===== src/hw/rtl/bclp_pkg.sv =====
package bclp_pkg;

   localparam int TIME_WIDTH_DEFAULT = 32;
   localparam int NOW_WIDTH          = 32;
   localparam int CFG_WIDTH          = 16;
   localparam int CSR_INDEX_WIDTH    = 2;

   localparam logic [CFG_WIDTH-1:0] DEBOUNCE_RESET   = 16'd50;
   localparam logic [CFG_WIDTH-1:0] LONG_PRESS_RESET = 16'd1000;

   typedef enum logic [CSR_INDEX_WIDTH-1:0] {
      CSR_DEBOUNCE   = 2'd0,
      CSR_LONG_PRESS = 2'd1
   } csr_index_type;

   typedef struct packed {
      logic [CFG_WIDTH-1:0] debounce_time;
      logic [CFG_WIDTH-1:0] long_press_time;
   } cfg_type;

   typedef struct packed {
      logic                 button_level;
      logic [NOW_WIDTH-1:0] now_ms;
      logic                 ack_short;
      logic                 ack_long;
   } sample_type;

   typedef struct packed {
      logic short_click;
      logic long_click;
   } flags_type;

endpackage


===== src/hw/rtl/bclp_req_if.sv =====
interface bclp_req_if;
   logic                           valid;
   logic                           ready;
   logic                           button_level;
   logic [bclp_pkg::NOW_WIDTH-1:0] now_ms;
   logic                           ack_short;
   logic                           ack_long;

   modport source (output valid, output button_level, output now_ms,
                   output ack_short, output ack_long, input ready);
   modport sink   (input valid, input button_level, input now_ms,
                   input ack_short, input ack_long, output ready);
endinterface


===== src/hw/rtl/bclp_rsp_if.sv =====
interface bclp_rsp_if;
   logic valid;
   logic ready;
   logic short_click;
   logic long_click;

   modport source (output valid, output short_click, output long_click, input ready);
   modport sink   (input valid, input short_click, input long_click, output ready);
endinterface


===== src/hw/rtl/button_click_long_press_classifier.sv =====
// Two register stages: an accepted item is held in stage 1, then moves to
// the result register, which drives rsp_bus.
// Throughput: 1 item per cycle while rsp_bus is ready; each of the two
// registers holds one item, so req_bus takes one more while a result waits.
// Reset (synchronous, active high) empties both stages, loads debounce 50 ms
// and long press 1000 ms, marks the button released and clears both flags.
module button_click_long_press_classifier #(
   parameter int TIME_WIDTH = bclp_pkg::TIME_WIDTH_DEFAULT
) (
   input  logic                                 clock,
   input  logic                                 reset,
   bclp_req_if.sink                             req_bus,
   bclp_rsp_if.source                           rsp_bus,
   input  logic                                 csr_we,
   input  logic [bclp_pkg::CSR_INDEX_WIDTH-1:0] csr_index,
   input  logic [bclp_pkg::CFG_WIDTH-1:0]       csr_wdata
);

   bclp_pkg::cfg_type    cfg_ff, cfg_in;
   logic                 s1_valid_ff, s1_valid_in;
   bclp_pkg::sample_type s1_sample_ff;
   logic                 rsp_valid_ff, rsp_valid_in;
   bclp_pkg::flags_type  rsp_flags_ff;
   bclp_pkg::flags_type  flags;
   logic                 req_fire;
   logic                 rsp_fire;
   logic                 advance;

   // configuration decode
   always_comb begin
      cfg_in = cfg_ff;
      if (csr_we) begin
         unique case (bclp_pkg::csr_index_type'(csr_index))
            bclp_pkg::CSR_DEBOUNCE:   cfg_in.debounce_time   = csr_wdata;
            bclp_pkg::CSR_LONG_PRESS: cfg_in.long_press_time = csr_wdata;
            default: ;
         endcase
      end
   end

   always_ff @(posedge clock) begin
      if (reset) begin
         cfg_ff.debounce_time   <= bclp_pkg::DEBOUNCE_RESET;
         cfg_ff.long_press_time <= bclp_pkg::LONG_PRESS_RESET;
      end else begin
         cfg_ff <= cfg_in;
      end
   end

   // stage 1 hands its item to the result register when that slot frees up
   assign rsp_fire      = rsp_valid_ff && rsp_bus.ready;
   assign advance       = s1_valid_ff && (!rsp_valid_ff || rsp_bus.ready);
   assign req_bus.ready = !s1_valid_ff || advance;
   assign req_fire      = req_bus.valid && req_bus.ready;

   assign s1_valid_in  = req_fire || (s1_valid_ff && !advance);
   assign rsp_valid_in = advance || (rsp_valid_ff && !rsp_fire);

   always_ff @(posedge clock) begin
      if (reset) begin
         s1_valid_ff  <= 1'b0;
         rsp_valid_ff <= 1'b0;
      end else begin
         s1_valid_ff  <= s1_valid_in;
         rsp_valid_ff <= rsp_valid_in;
      end
   end

   always_ff @(posedge clock) begin
      if (req_fire) begin
         s1_sample_ff.button_level <= req_bus.button_level;
         s1_sample_ff.now_ms       <= req_bus.now_ms;
         s1_sample_ff.ack_short    <= req_bus.ack_short;
         s1_sample_ff.ack_long     <= req_bus.ack_long;
      end
      if (advance) begin
         rsp_flags_ff <= flags;
      end
   end

   bclp_core #(
      .TIME_WIDTH (TIME_WIDTH)
   ) u_core (
      .clock  (clock),
      .reset  (reset),
      .step   (advance),
      .sample (s1_sample_ff),
      .cfg    (cfg_ff),
      .flags  (flags)
   );

   assign rsp_bus.valid       = rsp_valid_ff;
   assign rsp_bus.short_click = rsp_flags_ff.short_click;
   assign rsp_bus.long_click  = rsp_flags_ff.long_click;

`ifndef SYNTHESIS
   a_reset_empties: assert property (@(posedge clock)
      reset |=> !s1_valid_ff && !rsp_valid_ff)
      else $error("pipeline not empty after reset");

   a_accept_loads: assert property (@(posedge clock) disable iff (reset)
      req_fire |=> s1_valid_ff)
      else $error("accepted item lost from stage 1");

   a_stall_holds: assert property (@(posedge clock) disable iff (reset)
      s1_valid_ff && !advance |=> s1_valid_ff && $stable(s1_sample_ff))
      else $error("stalled stage 1 item changed");

   a_advance_fills: assert property (@(posedge clock) disable iff (reset)
      advance |=> rsp_valid_ff)
      else $error("processed item did not reach result register");

   a_drain: assert property (@(posedge clock) disable iff (reset)
      rsp_fire && !advance |=> !rsp_valid_ff)
      else $error("result repeated after being taken");
`endif

endmodule


===== src/hw/rtl/bclp_core.sv =====
module bclp_core #(
   parameter int TIME_WIDTH = bclp_pkg::TIME_WIDTH_DEFAULT
) (
   input  logic                 clock,
   input  logic                 reset,
   input  logic                 step,
   input  bclp_pkg::sample_type sample,
   input  bclp_pkg::cfg_type    cfg,
   output bclp_pkg::flags_type  flags
);

   logic                  prev_level_ff, prev_level_in;
   logic [TIME_WIDTH-1:0] last_edge_ff, last_edge_in;
   logic [TIME_WIDTH-1:0] press_start_ff, press_start_in;
   logic                  short_ff, short_in;
   logic                  long_ff, long_in;

   logic [TIME_WIDTH-1:0] now_t;
   logic [TIME_WIDTH-1:0] since_edge;
   logic [TIME_WIDTH-1:0] held_for;
   logic                  settled;
   logic                  fall;
   logic                  rise;
   logic                  long_hit;
   logic                  short_new;
   logic                  long_new;

   // time arithmetic wraps at TIME_WIDTH bits
   assign now_t      = TIME_WIDTH'(sample.now_ms);
   assign since_edge = now_t - last_edge_ff;
   assign held_for   = now_t - press_start_ff;
   assign settled    = since_edge > TIME_WIDTH'(cfg.debounce_time);
   assign long_hit   = held_for >= TIME_WIDTH'(cfg.long_press_time);

   assign fall = !sample.button_level &&  prev_level_ff && settled;
   assign rise =  sample.button_level && !prev_level_ff && settled;

   assign short_new = short_ff | (rise & !long_hit);
   assign long_new  = long_ff  | (rise &  long_hit);

   // report before the acknowledge clears
   assign flags.short_click = short_new;
   assign flags.long_click  = long_new;

   always_comb begin
      prev_level_in  = prev_level_ff;
      last_edge_in   = last_edge_ff;
      press_start_in = press_start_ff;
      short_in       = short_ff;
      long_in        = long_ff;
      if (step) begin
         prev_level_in = sample.button_level;
         if (fall) begin
            press_start_in = now_t;
         end
         if (fall || rise) begin
            last_edge_in = now_t;
         end
         short_in = short_new & !sample.ack_short;
         long_in  = long_new  & !sample.ack_long;
      end
   end

   always_ff @(posedge clock) begin
      if (reset) begin
         prev_level_ff  <= 1'b1;
         last_edge_ff   <= '0;
         press_start_ff <= '0;
         short_ff       <= 1'b0;
         long_ff        <= 1'b0;
      end else begin
         prev_level_ff  <= prev_level_in;
         last_edge_ff   <= last_edge_in;
         press_start_ff <= press_start_in;
         short_ff       <= short_in;
         long_ff        <= long_in;
      end
   end

endmodule

===== src/flat_wrapper.sv =====
// flat-port wrapper written by rule: the top's interface ports become plain ports
module button_click_long_press_classifier_flat 
#(
   parameter int TIME_WIDTH = bclp_pkg::TIME_WIDTH_DEFAULT
)
  (clock, reset, csr_we, csr_index, csr_wdata, req_bus_valid, req_bus_button_level, req_bus_now_ms, req_bus_ack_short, req_bus_ack_long, req_bus_ready, rsp_bus_valid, rsp_bus_short_click, rsp_bus_long_click, rsp_bus_ready);
  bclp_req_if req_bus_i ();
  bclp_rsp_if rsp_bus_i ();
  input  logic clock;
  input  logic reset;
  input  logic csr_we;
  input  logic [bclp_pkg::CSR_INDEX_WIDTH-1:0] csr_index;
  input  logic [bclp_pkg::CFG_WIDTH-1:0] csr_wdata;
  input wire logic [$bits(req_bus_i.valid)-1:0] req_bus_valid;
  input wire logic [$bits(req_bus_i.button_level)-1:0] req_bus_button_level;
  input wire logic [$bits(req_bus_i.now_ms)-1:0] req_bus_now_ms;
  input wire logic [$bits(req_bus_i.ack_short)-1:0] req_bus_ack_short;
  input wire logic [$bits(req_bus_i.ack_long)-1:0] req_bus_ack_long;
  output wire logic [$bits(req_bus_i.ready)-1:0] req_bus_ready;
  output wire logic [$bits(rsp_bus_i.valid)-1:0] rsp_bus_valid;
  output wire logic [$bits(rsp_bus_i.short_click)-1:0] rsp_bus_short_click;
  output wire logic [$bits(rsp_bus_i.long_click)-1:0] rsp_bus_long_click;
  input wire logic [$bits(rsp_bus_i.ready)-1:0] rsp_bus_ready;
  assign req_bus_i.valid = req_bus_valid;
  assign req_bus_i.button_level = req_bus_button_level;
  assign req_bus_i.now_ms = req_bus_now_ms;
  assign req_bus_i.ack_short = req_bus_ack_short;
  assign req_bus_i.ack_long = req_bus_ack_long;
  assign req_bus_ready = req_bus_i.ready;
  assign rsp_bus_valid = rsp_bus_i.valid;
  assign rsp_bus_short_click = rsp_bus_i.short_click;
  assign rsp_bus_long_click = rsp_bus_i.long_click;
  assign rsp_bus_i.ready = rsp_bus_ready;
  button_click_long_press_classifier #(.TIME_WIDTH(TIME_WIDTH)) u_core (.clock(clock), .reset(reset), .req_bus(req_bus_i), .rsp_bus(rsp_bus_i), .csr_we(csr_we), .csr_index(csr_index), .csr_wdata(csr_wdata));
endmodule

===== config.mk =====
export PLATFORM = sky130hd
export DESIGN_NAME = button_click_long_press_classifier_flat
export DESIGN_NICKNAME = d
export VERILOG_FILES = /design/src/hw/rtl/bclp_pkg.sv /design/src/hw/rtl/bclp_req_if.sv /design/src/hw/rtl/bclp_rsp_if.sv /design/src/hw/rtl/button_click_long_press_classifier.sv /design/src/hw/rtl/bclp_core.sv /design/src/flat_wrapper.sv
export SDC_FILE = /design/constraint.sdc
export NUM_CORES = 1
export LEC_CHECK = 0
export ABC_CLOCK_PERIOD_IN_PS = 4450
export BUFFER_PORTS_ARGS = -buffer_cell sky130_fd_sc_hd__buf_2
export CAP_MARGIN = 40
export CORE_ASPECT_RATIO = 1.2
export CORE_MARGIN = 3
export CORE_UTILIZATION = 30
export DETAILED_ROUTE_END_ITERATION = 10
export REMOVE_ABC_BUFFERS = 1
export SETUP_SLACK_MARGIN = 0.02
export SLEW_MARGIN = 10
export SYNTH_ARGS = -nofsm -noshare
export SYNTH_HDL_FRONTEND = slang
export SYNTH_SLANG_ARGS = --single-unit
export TNS_END_PERCENT = 1

===== constraint.sdc =====
create_clock -name clock -period 4.45 [get_ports clock]
set_clock_uncertainty 0.1 [all_clocks]
set_input_delay 0.6675 -clock clock [delete_from_list [all_inputs] [get_ports clock]]
set_output_delay 0.6675 -clock clock [all_outputs]
set_load 0.02 [all_outputs]

# Yosys cells after proc, flatten, opt, wreduce, memory -nomap -nowiden
# Cells that the tools add are included.
# totals
regBits,138
latch_bits,0
ram_bits,0
romBits,0
inputBits,58
wordCells,54
memories,0
# classes
addsub,2
n_mul,0
div_mod_pow,0
order_cmp,2
eq_ne,1
shift,0
n_mux,0
bitwise,6
reduce_logical,28
# ops
operator,n
$sub A32 B32 Y32,2
$ge A32 B16 Y1,1
$gt A32 B16 Y1,1
$logic_and A1 B1 Y1,9
$logic_not A1 Y1,9
$reduce_and A2 Y1,4
$logic_or A1 B1 Y1,5
$and A1 B1 Y1,4
$eq A2 B1 Y1 const B,1
$logic_not A2 Y1,1
$or A1 B1 Y1,2

# Logic depth before layout (Yosys ltp)
# depth
word_depth,6
depth_mapped,23
ltp_nobuf,23

# By module
# A second synthesis with hierarchy kept.
# unflattened
cells_unflattened,1148
hier_area_um2,9880.7
# modules_own_cells
mod,n_inst,cells_each,area_each_um2
bclp_core,1,968,7322.0
button_click_long_press_classifier,1,180,2558.7

# Worst setup path after synthesis
# No wires, ideal clock.
# synth_path
path_type,reg-to-reg
from,reg u_core.s1_sample_ff[2] (netlist bit)
to,reg u_core.u_core.short_ff
setup_time_ns,0.086
t_arrival_ns,4.236
t_required_ns,4.264
path_slack_ns,0.028
stages_incl_launch_ff,24
path_cell_list,edfxtp_1 inv_1 ha_1 inv_1 fa_1 a211oi_1 nor3_1 o21ai_0 nor3b_1 o21ai_0 a21o_1 a21oi_1 xnor2_1 ha_1 a21o_1 a21oi_1 o22ai_1 or3_1 nor4_1 nand4_1 a2111oi_0 and4_1 a31oi_1 a211oi_1
# synth_via
elab_chain_cells,6
elab_cells_between_ends,9
# synth_rtl
item,line,text
from (decl),button_click_long_press_classifier.sv:21,bclp_pkg::sample_type s1_sample_ff;
"$sub A32 B32 Y32, on equally long branches","bclp_core.sv:30, bclp_core.sv:31",
$gt A32 B16 Y1 or $ge A32 B16 Y1 (tied branches),"bclp_core.sv:32, bclp_core.sv:33",
$logic_and A1 B1 Y1 or $logic_not A1 Y1 (tied branches),"bclp_core.sv:36, bclp_core.sv:38",
$and A1 B1 Y1 *,bclp_core.sv:38,assign short_new = short_ff | (rise & !long_hit);
$or A1 B1 Y1 *,bclp_core.sv:38,
$and A1 B1 Y1 *,bclp_core.sv:59,short_in = short_new & !sample.ack_short;
to (signal assigned),bclp_core.sv:75,short_ff <= short_in;
to (decl),bclp_core.sv:15,"logic short_ff, short_in;"
# Every way passes the cells marked *; elsewhere a longest branch is shown, timed or not.
# A chain may end at the register's enable or synchronous reset.

# Worst setup path after layout
# layout_path
from,reg u_core.s1_sample_ff[3] (netlist bit)
to,reg u_core.u_core.last_edge_ff[28]
# layout_via
elab_chain_cells,5
elab_cells_between_ends,6
# layout_rtl
item,line,text
$sub A32 B32 Y32 *,bclp_core.sv:30,assign since_edge = now_t - last_edge_ff;
$gt A32 B16 Y1 *,bclp_core.sv:32,assign settled = since_edge > TIME_WIDTH'(cfg.debounce_time);
"$logic_and A1 B1 Y1, on equally long branches","bclp_core.sv:35, bclp_core.sv:36",
$logic_or A1 B1 Y1 *,bclp_core.sv:56,if (fall || rise) begin
$reduce_and A2 Y1 (no line) *,--,
to (signal assigned),bclp_core.sv:73,last_edge_ff <= last_edge_in;
to (decl),bclp_core.sv:13,"logic [TIME_WIDTH-1:0] last_edge_ff, last_edge_in;"
# Marked as above.

==> out/metrics.cfg <==
[power]
powerDensity_mw_per_mm2 = 314
ir_worst_vdd_mv = 0.270
p_leak_nw = 4.87

[yosys]
synth-async-reset-ratio = 0
ys_types = 81
netlist_top_cells_count = nand2_1 (112), inv_1 (109), a21oi_1 (105)
synth_xor_xnor_area_share = 0.0351
syn_area_sq_mm = 0.00997
synth-adder-area-share = 0.122
synth_edf_count = 37
synth_top_family_by_area = simple AND/OR/NAND/NOR gates
synth_compound_area_frac = 0.187
synth.most_common_cell = nand2_1
muxShareOfSynthArea = 0.0675
ys_warn_count = 0
synthSimpleGateAreaFrac = 0.207
synth.area.top_cells = dfxtp_1 (20%), ha_1 (12%), edfxtp_1 (11%)
yosys.area.top_type_share = 0.203
synth_cells = 1167
synth_seq_cells = 138
synth_top_area_cell = dfxtp_1
syn_area_per_cell_sq_um = 8.54
yosysSeqAreaShare = 0.314
ys.flop_type = dfxtp_1

[setup_path]
r2r-start = u_core.s1_sample_ff[3]
r2r-end = u_core.u_core.last_edge_ff[28]
r2r_setup_slack_ns = -0.16
startpoint_type = register
critPathRequiredTime_ns = 4.68
crit_type = reg2reg
r2r_cells = 25
worst-path-max-fanout = 6
cp_data_arrival_time_ns = 4.85
startpoint = u_core.s1_sample_ff[3]
cp-end-kind = register

[timing]
period_minus_slack_ns = 4.61
fin_crit_sh = 1.04
finalHoldViolCount = 0
rsz0062_at_grt = yes
relSlewSlack = 0.445
fmax_mhz = 217
worst_slew_pin_slew_ns = 0.832
fin_ws_ns = -0.164
setup_viol = 58
hold_ws_ns = 0.291
slew_violations = 0

[route]
dr.pass1.iters = 5
wirelength_um = 28300
route.detailed.drc = 0
wl_per_cell_um = 16.1
vias = 8765
drt_iter0_drc = 558
ant_nets = 0
viasPerCell = 5.00

[placed_design]
place.gp.congestion = 0.902
dp_slack_ns = -0.630
port_buffers = 61
dp_hpwl_um = 21500

[clocking]
clkSinkCount = 138
cts-buffers-inserted = 17
postCtsHoldBufs = 0
cts_tree = yes
clockRootBuffer = clkbuf_16
clk_pin_slew_ns = 0.06
clk_latency_ns = 0.45
max-clock-path-buffers = 2
htreeDepth = 4

[floorplanning]
die_w_um = 172
core_area_sq_mm = 0.0325
rows = 72
ios = 62
die_area_sq_mm = 0.0355
die_y_um = 206
initial_utilization = 0.307

[worst_hold_path]
hp-start = req_bus_button_level
holdPathStages = 1
hold_path_end = u_core.s1_sample_ff[34]
min-delay-path-class = in2reg

[outcome]
status = complete, but fails checks
violations = setup timing

[global_route]
grt_pass1_wl_um = 44200
grt_pass1_vias = 8600
grt_usage = 0.159
antenna_found_initial = 2
overflow = 0
grt_max_degree = 72

[finish]
drive_gt1_frac = 0.184
num-nets-final = 1448
synthToLayoutAreaGrowth_pct = 22.1

[run]
drv_cap = 0

where the power goes:
group,internal (mW),total [mW],switching (mW)
Combinational,0.453,1.01,0.561
Sequential,1.35,1.39,0.0409
Clock,0.820,1.42,0.600
Total,2.62,3.82,1.20
placed cells by master (no fill, tap or decap), types with 6 or more instances in the layout:
cell type	n
buf_12	6
ha_1	89
a21oi_1	100
a211o_1	10
buf_4	84
mux2i_1	63
o211ai_1	9
nand2_1	111
or2b_1	31
inv_1	108
nand2b_1	71
dfxtp_1	101
a211oi_1	12
nand3_1	12
a31oi_1	7
o21ai_1	6
o21ai_0	42
edfxtp_1	37
or3_1	6
nor2b_1	10
nor3_1	17
o21bai_1	10
buf_2	60
nand4_1	25
a21o_1	19
o21a_1	12
clkbuf_16	19
xor2_1	13
xnor2_1	27
nor2_1	49
sequential cells by signal (all words and copies together), names as in the netlist:
| signal | count |
|---|---|
| u_core.u_core.long_ff | 1 |
| u_core.rsp_bus.short_click | 1 |
| u_core.s1_valid_ff | 1 |
| u_core.s1_sample_ff | 35 |
| u_core.u_core.press_start_ff | 32 |
| u_core.u_core.prev_level_ff | 1 |
| u_core.u_core.short_ff | 1 |
| u_core.cfg_ff | 32 |
| u_core.rsp_bus.valid | 1 |
| u_core.rsp_bus.long_click | 1 |
| u_core.u_core.last_edge_ff | 32 |
how the worst max path moves through the flow:
stage / end / slack, ns / depth (start not counted)
after global placement: u_core.u_core.short_ff / -0.60 / 24
after detailed placement: u_core.u_core.short_ff / -0.63 / 24
after global routing: u_core.u_core.last_edge_ff[28] / -0.34 / 25
after CTS: u_core.u_core.short_ff / -0.28 / 24
after floorplan: u_core.u_core.last_edge_ff[0] / -0.89 / 18
final: u_core.u_core.last_edge_ff[28] / -0.16 / 25
cell families (layout without fill, tap and decap cells):
group | Yosys count | in the layout
simple gates | 384 | 384
compound gates | 287 | 287
buf+inv | 155 | 295
flops | 138 | 138
fa+ha+maj | 96 | 96
mux | 67 | 67
xor+xnor | 40 | 40
other cells | 0 | 2
metrics by stage:
step                      area, sq um  cells  power, mW   util  TNS, ns
final                           12200   1753       3.82  0.374    -4.31
after global routing            12200   1753       4.02  0.374   -17.63
after CTS                       11900   1742       3.83  0.367    -5.13
after detailed placement        11300   1710       2.37  0.347   -12.07
after global placement          11300   1708       2.36  0.346   -10.51
after floorplan                  9710   1121       2.03      -   -28.35
layer usage:
metal / vias up / GRT usage / part of all wire
li1: 4407 / - / -
met1: 4126 / 0.198 / 0.45
met2: 181 / 0.263 / 0.48
met3: 51 / 0.0275 / 0.031
met4: 0 / 0.0782 / 0.040
met5: - / 0 / 0
worst max-delay path, cell delays in order (launching register included):
cell,delay (ns)
edfxtp_1,0.38
buf_4,0.16
ha_1,0.28
nor2b_4,0.16
o2111ai_2,0.15
buf_4,0.16
nand2_1,0.07
a21oi_1,0.07
o21bai_1,0.20
a31oi_1,0.13
xnor2_1,0.26
ha_1,0.30
a21o_1,0.16
nand3_1,0.07
a21oi_1,0.06
nor2_1,0.11
a32oi_1,0.12
buf_4,0.17
nor4b_2,0.28
and4_4,0.27
and3_4,0.18
buf_4,0.13
nor3_4,0.05
buf_6,0.16
buf_12,0.15
mux2i_2,0.15
repair_timing:
action,4_1_cts,5_1_grt
cloned,0,3
gates resized for setup,17,25
pin swaps,9,19
setup endpoints to repair,68,68
setup buffers,0,6
cell type report:
type,instances,area (sq um)
antenna,2,5.00
tap,444,556
sequential,138,3130
inverter,109,409
fill,3283,20300
multi-input combinational,874,6370
timing repair buffer,154,1120
clock inverter,11,106
clock buffer,21,470
(Power assumes the default switching activity.)
